File: src/hw/rtl/asf_pkg.sv
`timescale 1ns / 1ps
// ----------------------------------------------------------------------------
// asf_pkg
// Shared types, constants and helper functions of the arrive steering follower.
// ----------------------------------------------------------------------------
package asf_pkg;

    localparam int FRAC_BITS = 16;
    localparam int CFG_AW    = 5;
    localparam int DIV_QW    = 34;
    localparam int SAT_W     = 51;

    localparam logic [49:0] STEP_MASK = (50'd1 << FRAC_BITS) - 50'd1;

    localparam logic [1:0] ACT_TICK = 2'd0;
    localparam logic [1:0] ACT_JUMP = 2'd1;
    localparam logic [1:0] ACT_MOVE = 2'd2;

    localparam logic [2:0] REG_SLOW_RADIUS = 3'd0;
    localparam logic [2:0] REG_MAX_SPEED   = 3'd1;
    localparam logic [2:0] REG_MAX_STEER   = 3'd2;
    localparam logic [2:0] REG_STOP_SPEED  = 3'd3;
    localparam logic [2:0] REG_STOP_RADIUS = 3'd4;

    typedef struct packed {
        logic [1:0]         action;
        logic signed [31:0] goal_x;
        logic signed [31:0] goal_y;
        logic [17:0]        tick_delta;
    } asf_in_t;

    typedef struct packed {
        logic signed [31:0] pos_x;
        logic signed [31:0] pos_y;
    } asf_out_t;

    typedef struct packed {
        logic [30:0] slow_radius;
        logic [30:0] max_speed;
        logic [30:0] max_steer;
        logic [30:0] stop_speed;
        logic [30:0] stop_radius;
    } asf_cfg_t;

    typedef enum logic [4:0] {
        ST_IDLE,
        ST_DIFF,
        ST_DSQ_X,
        ST_DSQ_Y,
        ST_DSUM,
        ST_DSTOP,
        ST_VSQ_X,
        ST_VSQ_Y,
        ST_VSUM,
        ST_VCMP,
        ST_DROOT,
        ST_SPD_MUL,
        ST_SPD_DIV,
        ST_SPD_WAIT,
        ST_DES,
        ST_SCL_MUL,
        ST_SCL_DIV,
        ST_SCL_WAIT,
        ST_STEER,
        ST_SSQ_X,
        ST_SSQ_Y,
        ST_SSUM,
        ST_SCMP,
        ST_SROOT,
        ST_UPDATE,
        ST_STEP_X,
        ST_STEP_Y,
        ST_STEP_END,
        ST_DONE
    } asf_state_t;

    function automatic logic [32:0] abs33(input logic signed [32:0] v);
        return v[32] ? 33'(-v) : 33'(v);
    endfunction

    function automatic logic signed [31:0] sat32(input logic signed [SAT_W-1:0] v);
        logic signed [SAT_W-1:0] hi;
        logic signed [SAT_W-1:0] lo;
        hi = $signed({{(SAT_W-32){1'b0}}, 32'h7fff_ffff});
        lo = $signed({{(SAT_W-32){1'b1}}, 32'h8000_0000});
        if (v > hi) begin
            return 32'sh7fff_ffff;
        end else if (v < lo) begin
            return 32'sh8000_0000;
        end
        return v[31:0];
    endfunction

endpackage

File: src/hw/rtl/asf_cfg.sv
`timescale 1ns / 1ps
// ----------------------------------------------------------------------------
// asf_cfg
// APB register file holding the steering limits.
// ----------------------------------------------------------------------------
module asf_cfg (
    input  logic                       aclk,
    input  logic                       aresetn,
    input  logic                       psel,
    input  logic                       penable,
    input  logic                       pwrite,
    input  logic [asf_pkg::CFG_AW-1:0] paddr,
    input  logic [31:0]                pwdata,
    output logic [31:0]                prdata,
    output logic                       pready,
    output asf_pkg::asf_cfg_t          cfg
);
    import asf_pkg::*;

    asf_cfg_t   cfg_reg, cfg_next;
    logic [2:0] idx;

    assign idx = paddr[4:2];

    always_comb begin
        cfg_next = cfg_reg;
        if (psel && penable && pwrite) begin
            unique case (idx)
                REG_SLOW_RADIUS: cfg_next.slow_radius = pwdata[30:0];
                REG_MAX_SPEED:   cfg_next.max_speed   = pwdata[30:0];
                REG_MAX_STEER:   cfg_next.max_steer   = pwdata[30:0];
                REG_STOP_SPEED:  cfg_next.stop_speed  = pwdata[30:0];
                REG_STOP_RADIUS: cfg_next.stop_radius = pwdata[30:0];
                default: ;
            endcase
        end
    end

    always_comb begin
        unique case (idx)
            REG_SLOW_RADIUS: prdata = {1'b0, cfg_reg.slow_radius};
            REG_MAX_SPEED:   prdata = {1'b0, cfg_reg.max_speed};
            REG_MAX_STEER:   prdata = {1'b0, cfg_reg.max_steer};
            REG_STOP_SPEED:  prdata = {1'b0, cfg_reg.stop_speed};
            REG_STOP_RADIUS: prdata = {1'b0, cfg_reg.stop_radius};
            default:         prdata = '0;
        endcase
    end

    always_ff @(posedge aclk) begin
        if (!aresetn) begin
            cfg_reg.slow_radius <= 31'd262144;
            cfg_reg.max_speed   <= 31'd655360;
            cfg_reg.max_steer   <= 31'd65536;
            cfg_reg.stop_speed  <= 31'd6554;
            cfg_reg.stop_radius <= 31'd6554;
        end else begin
            cfg_reg <= cfg_next;
        end
    end

    assign pready = 1'b1;
    assign cfg    = cfg_reg;
endmodule

File: config.mk
export PLATFORM = sky130hd
export DESIGN_NAME = asf_cfg
export DESIGN_NICKNAME = d
export VERILOG_FILES = /design/src/hw/rtl/asf_pkg.sv /design/src/hw/rtl/asf_cfg.sv
export SDC_FILE = /design/constraint.sdc
export NUM_CORES = 1
export LEC_CHECK = 0
export BUFFER_PORTS_ARGS = -buffer_cell sky130_fd_sc_hd__buf_2
export CAP_MARGIN = 25
export CORE_ASPECT_RATIO = 0.7
export CORE_UTILIZATION = 55
export CTS_BUF_LIST = sky130_fd_sc_hd__clkbuf_8
export DETAILED_ROUTE_END_ITERATION = 8
export PLACE_DENSITY = 0.85
export RECOVER_POWER = 50
export SYNTH_ARGS = -nofsm -noshare
export SYNTH_HDL_FRONTEND = slang
export SYNTH_SLANG_ARGS = --single-unit
File: constraint.sdc
create_clock -name aclk -period 3.3 [get_ports aclk]
set_input_delay 0.33 -clock aclk [delete_from_list [all_inputs] [get_ports aclk]]
set_output_delay 0.33 -clock aclk [all_outputs]
set_load 0.01 [all_outputs]
# Word level (Yosys, flattened, before mapping)
# Cells that the tools add are included.
[totals] reg_bits=155 word_cells=18 output_inout_bits=188 input_bits=42
[classes] n_eq_ne=4 reduce_logical=8 n_mux=1
[op_table] operator="31-bit case mux with 5 select lines" count=1
[op_table] operator="2-bit AND reduction" count=5
[op_table] operator="3-bit by 2-bit equality test with 1-bit output (second input constant)" count=2
[op_table] operator="3-bit by 1-bit equality test with 1-bit output (second input constant)" count=1
[op_table] operator="3-bit equality test (second input constant)" count=1
[op_table] operator="3-bit zero test" count=1
[op_table] operator="1-bit logical AND" count=2

# Depth between registers and ports, before layout
# Gate-level depths: netlist of run 1.
[logic_depth] word_depth=3 depth_mapped=5 depth_no_buf=3

# Least setup slack after synthesis of run 1
# No wires, ideal clock.
[synth_timing] kind="input -> output" startpoint="input port paddr[2] (netlist bit)" endpoint="output port prdata[14]" cell_stages=5 path_slack_ns=1.634 path_buffers=2 required_ns=2.970 arrival_ns=1.336 cell_sequence="buf_2 > buf_2 > mux2_2 > a22oi_1 > o22ai_1"
[synth_between] elab_chain_len=2 elab_cells_between_ends=6 classes_between="eq/ne: 4; mux: 1; reduce/logical: 1"
[synth_rtl] element="from (decl)" line="asf_cfg.sv:12" text="input logic [asf_pkg::CFG_AW-1:0] paddr,"
[synth_rtl] element="3-bit equality test, or another cell as far along" line="asf_cfg.sv:40" text="unique case (idx)"
[synth_rtl] element="31-bit case mux with 5 select lines *" line="asf_cfg.sv:40"
[synth_rtl] element="to (decl)" line="asf_cfg.sv:14" text="output logic [31:0] prdata,"
# Every way passes the cells marked *; elsewhere a longest branch is shown, timed or not.

# Final worst setup path of run 1
[layout_timing] startpoint="input port paddr[4] (netlist bit)" endpoint="register cfg_reg (netlist bit cfg[130])"
[layout_between] elab_chain_len=2
[layout_rtl] element="3-bit zero test" line="asf_cfg.sv:28" text="unique case (idx)"
[layout_rtl] element="2-bit AND reduction (no line)"
[layout_rtl] element="to (signal assigned)" line="asf_cfg.sv:58" text="cfg_reg <= cfg_next;"
[layout_rtl] element="to (decl)" line="asf_cfg.sv:20" text="asf_cfg_t cfg_reg, cfg_next;"
# Every way passes these cells.
# A chain may end at the register's enable or synchronous reset.

==> results.md, run 1 <==
Critical path:
- The worst setup path is launched from a primary input.
- The worst register-to-register path ends at cfg[28]$_SDFFE_PN0P_.
- The critical path starts at paddr[4].
- The worst setup path category is primary input to flip-flop.
- The worst reg-to-reg setup slack is 2.55 ns.
- The worst endpoint required time is 3.66 ns.
- In this run the worst path has a maximum fanout of 36.
- In this run the critical register-to-register path is launched from cfg[28]$_SDFFE_PN0P_.
- Data on the critical path arrives at its endpoint at about 3.1 ns.
- In this run the worst setup path terminates at cfg[130]$_SDFFE_PN0P_.
- For the worst flop-to-flop path, the logic depth is 2.
- The kind of capture point of the worst setup path is a flip-flop.

GRT:
- The number of global-route vias before repair came to 5852.
- The wire length of the first global-routing pass is between 30000 and 40000 um.
- The total overflow left after global routing is 0.
- The number of antenna violations at the first check in global routing came to 0.
- Global routing consumed, over all layers together, 31.09% of the routing resources.
- The pin count of the biggest net entering global routing is 77.

STA:
- The headroom to the max-slew limit is -5.983%.
- The number of pins exceeding their max-slew limit in the final report is 19.
- The achievable clock frequency is approximately 370 MHz.
- The clock period could shrink to 2.716 ns.
- The final hold violation count was 0.
- The final clock period utilization by the worst path is 82.32%.
- Final hold analysis gives a worst-case slack of 0.1678 ns.
- Across the routed clock network, the largest skew measured is 0 ns.
- Setup repair after global routing left no endpoint under its margin.
- Adding up every negative setup slack in the final design gives 0 ns.
- Setup slack on the critical path of the routed design comes to 0.5836 ns.
- At the pin with the least slew margin, the transition time is 1.590 ns.
- Setup violations remaining at the end of the flow were counted as 0.

Final layout:
- The flip-flop count of the largest register after layout is 155.
- The count of fill cells added during filler insertion is between 1000 and 1500.
- The number of antenna diodes in the final layout is 0.
- Cells with a size suffix above 1 make up roughly 17% of the layout.
- The area overhead of the layout relative to synthesis is 20.55%.
- In the final layout, the multi-input gates occupy 0.003495 mm^2.
- In the final design database the tool counted 954 nets.
- The register area is 0.003103 mm^2.

Routing:
- The first-pass iteration count of the detailed router is 5.
- The detail route stage leaves a number of antenna-violating nets equal to 0.
- The via density per instance is 5.699.
- The detailed router finished its first iteration with 343 violations.
- After detailed routing, the average wire length per cell comes to 18.57 um.
- After detailed routing, the total wire length is 20090 um.
- The DRC violation count after routing is 0.
- The via count of the routed design is 6166.

Die:
- The region available for standard cell placement spans between 0.01 and 0.015 mm^2.
- The initialized floorplan defines 33 standard-cell rows.
- The area of the die is ~0.013 mm^2.
- Pin placement for this block handled 230 I/O pins.
- From bottom edge to top edge, the die measures roughly 96 um.
- In this run the horizontal extent of the chip is 136.0 um.
- The initial utilization of the core area, before any placement, comes to 57.70%.

Pwr:
- The clock network burns 39.7% of the power.
- Of the total power, the share spent switching nets is 25.78%.
- The internal power summed over all cells is 0.002674 W.
- Of the total power, combinational logic draws under 10%.
- The cell leakage power is 3.137 nW.
- Registers are responsible for 52.6% of the overall power.
- The worst-case IR drop observed on VDD is between 0.0002 and 0.0003 V.
- Dividing total power by cell area gives a power density of 432.5 mW/mm^2.
- In this run the power spent charging and discharging nets is roughly 0.00093 W.
- Summing internal, switching and leakage power gives 0.003603 W.

CTS:
- The clock root buffer is clkbuf_8.
- The clock reaches the later pin of the worst-skew pair after ~0.43 ns.
- The count of hold buffers inserted by post-cts repair is 0.
- In this run the number of H-tree levels came out at 4.
- Clock-pin slew was measured on the worst setup and hold paths at 0.08 ns.
- The number of clock buffers added by TritonCTS is 17.
- The clock tree from TritonCTS is built.
- The number of buffers added for setup after CTS is 0.
- For this design, the sink count on the clock tree is 155.
- The clock tree buffer depth is 2.
- Once the clock tree was built, the resizer swapped 0 gates to a different size.

Synthesis:
- The number of nets handed over by synthesis was around 750.
- The post-synthesis sequential area ratio is approximately 45%.
- The count of cell types in the netlist is 23.
- The synthesis-stage register bit count is 155.
- After technology mapping, the gate count stands at 710.
- Summing every instance area after synthesis gives around 0.0069 mm^2.
- Averaged over all synthesized cells, the footprint is 9.731 um^2.
- During synthesis, Yosys emitted a total of 0 warnings.

Placement:
- OpenSTA, run right after detailed placement, puts the worst setup slack at 0.9624 ns.
- The final weighted congestion in routability-driven placement is 0.8432.
- Port buffering added 224 buffers.
- The placed wire-length estimate after detailed placement is 13460 um.

Run status:
- The run finished, with violations left.
- The checks that failed: capacitance limit, slew limit.

Flow run:
- The tool flagged a number of max-cap violations equal to 1.

Min path:
- The type of the worst min-delay path is primary input to flip-flop.
==> logic make-up (layout without fill, tap and decap cells) <==
| logic type | count (synthesis) | in the layout | share of synthesized area (%) |
|---|---|---|---|
| simple gates | 210 | 210 | 13.38 |
| flops | 155 | 155 | 44.91 |
| buf+inv | 64 | 279 | 4.600 |
| other cells | 2 | 2 | 0.1087 |
| compound gates | 93 | 93 | 9.489 |
| mux | 186 | 186 | 27.51 |
==> layout make-up <==
type | count | share of cell area, %
clock buffer | 18 | 2.974
clock inverter | 14 | 1.773
inverter | 1 | 0.04507
multi-input combinational | 491 | 41.96
sequential | 155 | 37.25
tap | 157 | 2.358
timing repair buffer | 246 | 13.64
==> layout by cell type (no fill, tap or decap), drive strengths merged, types with 3 or more instances in the layout <==
cell and n:
mux2i 155, a22oi 60, dfxtp 155, clkinv 6, mux2 31, buf 88
clkbuf 176, inv 4, o22ai 31, nand2 169, nor2b 31, clkinvlp 3
==> worst min path at each step <==
stage	startpoint	to	slack, ns	cells past startpoint
6_report	pwdata[17]	cfg[110]$_SDFFE_PN1P_	0.17	3
5_1_grt	pwdata[12]	cfg[43]$_SDFFE_PN1P_	0.17	3
4_1_cts	pwdata[1]	cfg[1]$_SDFFE_PN1P_	0.15	3
3_5_place_dp	cfg[84]$_SDFFE_PN0P_	cfg[84]$_SDFFE_PN0P_	0.46	2
3_3_place_gp	cfg[44]$_SDFFE_PN0P_	cfg[44]$_SDFFE_PN0P_	0.45	2
2_1_floorplan	cfg[53]$_SDFFE_PN0P_	cfg[53]$_SDFFE_PN0P_	0.49	2
==> synth_stat cells, drive strengths merged <==
cell type / n / share of area (%)
and3: 2 / 0.18
nor2: 2 / 0.11
nor3: 2 / 0.29
a21oi: 1 / 0.072
mux2i: 155 / 22
dfxtp: 155 / 45
and3b: 1 / 0.13
nor3b: 1 / 0.27
o22ai: 31 / 2.8
conb: 2 / 0.11
nand4b: 1 / 0.34
buf: 30 / 2.8
nor2b: 31 / 2.8
nand2: 169 / 9.2
a31oi: 1 / 0.091
clkbuf: 33 / 1.8
mux2: 31 / 5.1
a22oi: 60 / 6.5
inv: 1 / 0.054
nand3: 1 / 0.072
==> power by group through the flow <==
stage	registers [W]	clock network, W	logic [W]
floorplan	0.00194	0	0.000169
global placement	0.00194	0	0.000276
detailed placement	0.00194	0	0.000279
CTS	0.00189	0.00144	0.000281
global route	0.00190	0.00153	0.000298
finish	0.00189	0.00143	0.000278
==> per-layer routing <==
layer | global-route usage [%] | part of all wire [%]
met5 | 0 | 0
met4 | 10.83 | 1.3
met3 | 8.478 | 9.8
met2 | 51.66 | 46
met1 | 39.11 | 43
==> worst max-delay path: stages <==
cell,delay (ns)
clkbuf_1,0.10
buf_4,0.29
nand4b_1,0.52
nor3_1,0.33
clkbuf_1,1.18
mux2i_1,0.30
==> through the flow <==
stage                     instance area, um^2  utilization [%]  std cells
after floorplan                          6909                -        710
after detailed placement                 8163            68.17       1050
final                                    8329            69.56       1082
after global placement                   8163            68.17       1050
after global routing                     8329            69.56       1082
after CTS                                8558            71.47       1082
Power figures use the tool's default switching activity.
==> run 2: changes to the inputs <==
Settings changed: CORE_UTILIZATION 55 to 47, PLACE_DENSITY 0.85 to 0.77.
Clock period 3.3 ns to 2.2 ns, I/O delays scaled along.
==> run 2 against run 1 <==
The flow now finishes without violations. First-iteration DRC count up 9.9%. Register-to-register slack worse by 1.1 ns. Sequential share of layout area down 0.40 points.
==> results.md, run 2 (same netlist as run 1, synthesis figures left out) <==
Routing:
- After detailed routing, the number of vias per cell comes to 5.459.
- The number of nets with antenna violations after routing is 0.
- The detailed router finished its first iteration with approximately 380 violations.
- Dividing the detail-routed wire length by the instance count gives roughly 18 um.
- The first-pass iteration count of the detailed router is 5.
- The final routed wirelength across all metal layers is 20450 um.
- For this block, the via count after detailed routing is 6087.
- For this run, design rule violations remaining after detail routing come to 0.

Critical path:
- The end of the worst register-to-register path is cfg[143]$_SDFFE_PN0P_.
- The critical register-to-register path startpoint is cfg[143]$_SDFFE_PN0P_.
- In this run the worst path has a maximum fanout of 31.
- Measured in cells, the most critical reg-to-reg path has a length of 2.
- The kind of capture point of the worst setup path is a flip-flop.
- Setup slack on the worst reg-to-reg path comes out at 1.48 ns.
- STA classifies the critical path startpoint as a primary input.
- The worst endpoint required time is 2.54 ns.
- The worst setup path category is primary input to flip-flop.
- For the worst setup path, the data arrival time is 2.35 ns.

Final layout:
- The net count reported at finish is roughly 960.
- The final cell area excluding filler cells is ~0.0084 mm^2.
- The share of layout cells above drive strength 1 is 18.81%.
- Leaving out fill and tap cells, the most frequent cell in the layout is nand2_1.
- The count of antenna diodes in the layout is 0.
- The top cell types in the final layout, fill and taps aside, are nand2_1, mux2i_1, dfxtp_1, clkbuf_1, buf_2.
- The flip-flop count of the largest register after layout is approximately 160.
- Compared with the post-synthesis result, the final layout area differs by 21.86%.

Die:
- In this run the core area contains 36 standard-cell rows.
- The die is 103.4 um tall.
- The number of I/O pins is 230.
- After floorplanning, the core was sized to cover 0.01414 mm^2.
- The die boundary width is approximately 150 um.
- The die covers roughly 0.015 mm^2.
- For this configuration, the core starts out at a cell density of 48.85%.

CTS:
- TritonCTS built the clock tree.
- The number of buffers created by CTS is 17.
- The clock tree buffer depth is 2.
- After clock tree synthesis, the clock-pin slew on the worst setup and hold paths is about 0.080 ns.
- The number of buffers added for setup after CTS is 0.
- The cell sitting at the root of the clock tree is a clkbuf_8.
- The later-pin clock latency in the skew report is roughly 0.43 ns.
- After clock tree synthesis, the flow added hold-fix buffers numbering 0.
- The clock tree synthesis step divided the H-tree into 4 levels.
- In this run, post-CTS repair resized a total of 0 instances.
- The clock net in this run drives a total of ~160 sinks.

STA:
- The achievable clock frequency is 497.3 MHz.
- The final-report setup violation count is 0.
- For the final database, setup skew stands at 0 ns.
- The worst pin sits at a relative slew slack of 10.71%.
- The transition at the pin with the smallest max-transition slack is 1.339 ns.
- The final hold violation count is 0.
- In the finished design, the share of the clock period the worst path needs comes to roughly 90%.
- The number of pins exceeding their max-slew limit in the final report was 0.
- For the final routed database, the setup TNS stands at 0 ns.
- Setup repair after global routing left no endpoint under its margin.
- The minimum clock period is roughly 2.0 ns.

Placement:
- At the end of routability-driven placement, the weighted congestion stood at approximately 0.79.
- The number of port buffers is 224.
- The post-detailed-placement cell area is 0.008269 mm^2.
- The placed wire-length estimate after detailed placement is between 10000 and 15000 um.

Min path:
- The worst hold path begins at pwdata[17].
- The terminating pin of the worst hold path is cfg[110]$_SDFFE_PN1P_.
- The type of the worst min-delay path is primary input to flip-flop.
- Counting instances, the worst hold path has a depth of 3.

Pwr:
- Of the total power, registers draw between 50% and 60%.
- The internal power summed over all cells is 0.004081 W.
- The worst voltage drop across the vdd grid is 0.0003690 V.
- The switching power is 0.001335 W.
- The power per cell area is 643.3 mW/mm^2.
- The switching power share of the total is 24.64%.
- The fraction of power consumed by the clock network is around two fifths.
- The cell leakage power is between 3 and 4 nW.
- The combinational cell fraction of total power is 8.1%.

GRT:
- The wire length of the first global-routing pass is 31160 um.
- In the global route stage, met3 resource usage came out at 8.728%.
- In the global route stage, met2 resource usage came out at 42.03%.
- The number of global-route vias before repair is approximately 5700.
- met2 is the most crowded layer.
- For this run, global-route usage on met1 was measured as 35.06%.
- The number of antenna violations at the first check in global routing is 0.
- The total congestion overflow after global routing is 0.
- Entering global routing, the biggest net connects between 80 and 90 pins.
- Global routing consumed, over all layers together, 26.79% of the routing resources.

Run status:
- The run finished with clean final reports.

Flow run:
- The number of violations of the max-capacitance limit is 0.
-- run 2: cell count changes in the layout (fill, tap and decap cells not counted), sizes merged --
cell | before | now
buf | 88 | 107
clkbuf | 176 | 158
clkinv | 6 | 3
bufinv | 2 | 3
clkinvlp | 3 | 4
-- run 2: worst max-delay path: stages --
cell      delay [ns]
buf_2           0.17
buf_4           0.19
nand4b_4        0.24
nor3_1          0.18
clkbuf_2        1.02
mux2i_1         0.30
-- run 2: layer usage --
metal	wire, um	share of wire (%)
met1	9270	45
met4	191	0.93
met5	0	0
met3	1878	9.2
met2	9114	45
-- run 2: per-stage QoR --
stage               hold slack, ns  utilization (%)  total power (W)  std cells  setup slack [ns]
finish                     0.06278            59.53         0.005416       1115            0.1892
global route               0.04498            59.53         0.005613       1115            0.1360
CTS                        0.02811            61.22         0.005474       1115            0.3555
detailed placement          0.4586            58.47         0.003347       1085            0.3726
global placement            0.4517            58.47         0.003343       1085            0.3769
floorplan                   0.3864                -         0.003166        710            0.7536
-- run 2: layout make-up --
class                      count  area (um^2)
clock buffer                  17        234.0
multi-input combinational    491         3491
fill                        1308         5724
clock inverter                13        155.1
tap                          190        237.7
sequential                   155         3103
timing repair buffer         248         1195
inverter                       1        3.754
-- run 2: how the worst max path moves through the flow --
stage,from,to,slack [ns],depth (start not counted)
final,paddr[4],cfg[69]$_SDFFE_PN0P_,0.19,6
after floorplan,paddr[2],prdata[14],0.75,5
after global placement,paddr[2],prdata[15],0.38,6
after global routing,paddr[4],cfg[124]$_SDFFE_PN0P_,0.14,6
after CTS,paddr[2],prdata[20],0.36,6
after detailed placement,paddr[2],prdata[20],0.37,6
-- run 2: power by group through the flow --
| stage | sequential [W] | combinational, W | clock [W] |
|---|---|---|---|
| floorplan | 0.00291 | 0.000253 | 0 |
| global placement | 0.00291 | 0.000437 | 0 |
| detailed placement | 0.00291 | 0.000441 | 0 |
| global route | 0.00284 | 0.000472 | 0.00230 |
| CTS | 0.00284 | 0.000443 | 0.00219 |
| finish | 0.00284 | 0.000438 | 0.00214 |
==> run 3: changes to the inputs <==
Settings changed: CORE_UTILIZATION 47 to 46, CTS_BUF_LIST sky130_fd_sc_hd__clkbuf_8 to unset, PLACE_DENSITY 0.77 to 0.76.
==> run 3 against run 2 <==
Critical path depth decreased by 1. Setup slack better by 0.13 ns. First-iteration DRC count decreased by 5.6%. Sequential cell count unchanged. Die area is 2.1% higher. Combinational power hardly changed. Core utilization is 0.42 points lower. Count of clock-buffer cells in the layout increased by 3. Sequential share of layout area fell by 1.1 points. Highest routed layer unchanged.
==> results.md, run 3 (same netlist as run 1, synthesis figures left out) <==
Run status:
- The flow ran to the end, and the final reports show no timing, DRC or antenna violations.

GRT:
- In the global route stage, overall resource usage came out at between 20% and 30%.
- In the global route stage, met2 resource usage came out at 40.55%.
- The met1 usage is between 30 and 40%.
- The wire length of the first global-routing pass is between 30000 and 40000 um.
- The most congested layer reported by global routing is met2.
- The number of antenna violations at the first check in global routing is 0.
- The number of global-route vias before repair is 5606.
- Entering global routing, the biggest net connects 114 pins.
- The total congestion overflow after global routing is 0.
- Global routing consumed, on the met3 layer, 7.729% of the routing resources.

STA:
- The headroom to the max-slew limit is 51.86%.
- The final clock skew is 0 ns.
- The final clock period utilization by the worst path is 85.68%.
- Setup repair after global routing left no endpoint under its margin.
- The achievable clock frequency is 530.5 MHz.
- The transition at the pin with the smallest max-transition slack is between 0.7 and 0.8 ns.
- The final hold violation count was 0.
- The minimum clock period is 1.885 ns.
- Setup violations remaining at the end of the flow were counted as 0.
- The total negative setup slack is 0 ns.
- The number of pins exceeding their max-slew limit in the final report was 0.

Critical path:
- The worst endpoint required time is about 2.5 ns.
- The worst register-to-register path begins at cfg[35]$_SDFFE_PN1P_.
- The worst reg-to-reg setup slack is 1.53 ns.
- The largest fanout of any net on the critical path is 13.
- The kind of capture point of the worst setup path is a flip-flop.
- Counting cells, the worst reg-to-reg path comes to 2.
- The end of the worst register-to-register path is cfg[35]$_SDFFE_PN1P_.
- The startpoint kind of the worst setup timing path is a primary input.
- In this run the worst setup path begins at paddr[4].
- The critical path data arrival time is 2.22 ns.
- The critical path in this run is classified as primary input to flip-flop.

Min path:
- The type of the worst min-delay path is primary input to flip-flop.
- The number of instances on the worst hold path is 3.
- The startpoint identified for the worst hold timing path is pwdata[17].
- The worst hold path terminates at cfg[110]$_SDFFE_PN1P_.

CTS:
- The number of setup buffers added after CTS is 0.
- The clock root buffer is clkbuf_16.
- The number of buffers created by CTS is 17.
- Hold repair after CTS inserted 0 buffers.
- The number of gates resized after CTS is 0.
- The clock transition time at the flip-flop clock pins of the worst setup and hold paths is ~0.060 ns.
- The clock passes through at most 2 buffers.
- Clock tree synthesis found a total of ~160 sinks.
- The maximum level of the CTS H-tree is 4.
- TritonCTS built the clock tree.
- The later-pin clock latency in the skew report is 0.40 ns.

Die:
- The initial utilization of the core area, before any placement, comes to 47.08%.
- The area of the die is 0.01552 mm^2.
- Measured along the y axis, the die boundary spans 104.5 um.
- After floorplanning, the core was divided into 37 placement rows.
- The die boundary width is 148.5 um.
- The core region is 0.01468 mm^2.
- In this run the count of I/O pins placed on the die edge is 230.

Flow run:
- The number of violations of the max-capacitance limit is 0.

Routing:
- In the routed design, unresolved DRC markers number 0.
- In the final routed layout, each cell accounts on average for 17.87 um.
- The first-pass iteration count of the detailed router is 5.
- The number of nets with antenna violations after routing is 0.
- The via count of the routed design is 6017.
- The count of routing violations after the opening detailed-route iteration is 356.
- In the routed layout, each cell is associated on average with a via count of about 5.4.
- The final routed wirelength across all metal layers is 20090 um.

Placement:
- The placed wire-length estimate after detailed placement is 13100 um.
- The number of placed cells counting well taps is 1092.
- The number of port buffers is ~220.
- The final weighted congestion in routability-driven placement is 0.8212.

Final layout:
- The share of layout cells above drive strength 1 is 20.02%.
- The final standard cell utilization of the core is 59.11%.
- The final cell count without fillers is between 1000 and 1500.
- The net count reported at finish is 958.
- Leaving out fill and tap cells, the most frequent cell in the layout is nand2_1.
- The repair_antennas step left the layout with diodes totalling 0.
- The flip-flop count of the largest register after layout is 155.
- Leaving out fill and tap cells, the most frequent cells in the layout are nand2_1, mux2i_1, dfxtp_1, clkbuf_1, buf_2.
- The area overhead of the layout relative to synthesis is 25.55%.

Pwr:
- The power per cell area is about 710 mW/mm^2.
- The worst voltage drop across the vdd grid is 0.0004327 V.
- The cell leakage power is ~3.4 nW.
-- run 3: changes by cell type in the layout (fill, tap and decap cells not counted), sizes merged --
| cell | change |
|---|---|
| buf | +11 |
| clkbuf | -6 |
| clkinvlp | -2 |
| bufinv | -1 |
| clkinv | +1 |
| inv | +1 |
-- run 3: cell type report --
type,count,area (um^2)
Clock buffer,20,436.7
Inverter,1,3.754
Clock inverter,12,137.6
Timing Repair Buffer,250,1247
Multi-Input combinational cell,491,3502
Fill cell,1336,6001
Sequential cell,155,3103
Tap cell,195,244.0
-- run 3: metal layers --
metal  share of wire [%]  routed length (um)
met4                0.53                 106
met2                  46                9290
met5                   0                   0
met1                  45                9047
met3                 8.2                1646
-- run 3: metrics by stage --
stage	hold WS, ns	power (W)	instance area (um^2)	worst slack [ns]
floorplan	0.3864	0.003166	6909	0.7536
global placement	0.4525	0.003346	8305	0.3791
detailed placement	0.4591	0.003350	8305	0.3494
CTS	0.07550	0.006205	8880	0.3480
global route	0.09182	0.006337	8675	0.2447
finish	0.09240	0.006133	8675	0.3151
-- run 3: worst max path at each step --
stage	to	slack [ns]	depth (start not counted)
floorplan	prdata[14]	0.75	5
global placement	prdata[10]	0.38	6
detailed placement	prdata[5]	0.35	6
CTS	prdata[5]	0.35	6
global route	cfg[135]$_SDFFE_PN0P_	0.24	5
finish	cfg[130]$_SDFFE_PN0P_	0.32	5
-- run 3: worst max-delay path, cell delays in order --
cell      delay, ns
clkbuf_2       0.25
nand4b_1       0.48
nor3_1         0.46
clkbuf_1       0.54
mux2i_1        0.26
-- run 3: power by group --
| group | internal [W] | leakage, nW | switching, W |
|---|---|---|---|
| combinational | 0.000159 | 1.85 | 0.000279 |
| clock | 0.00169 | 0.276 | 0.00116 |
| sequential | 0.00283 | 1.25 | 0.0000174 |
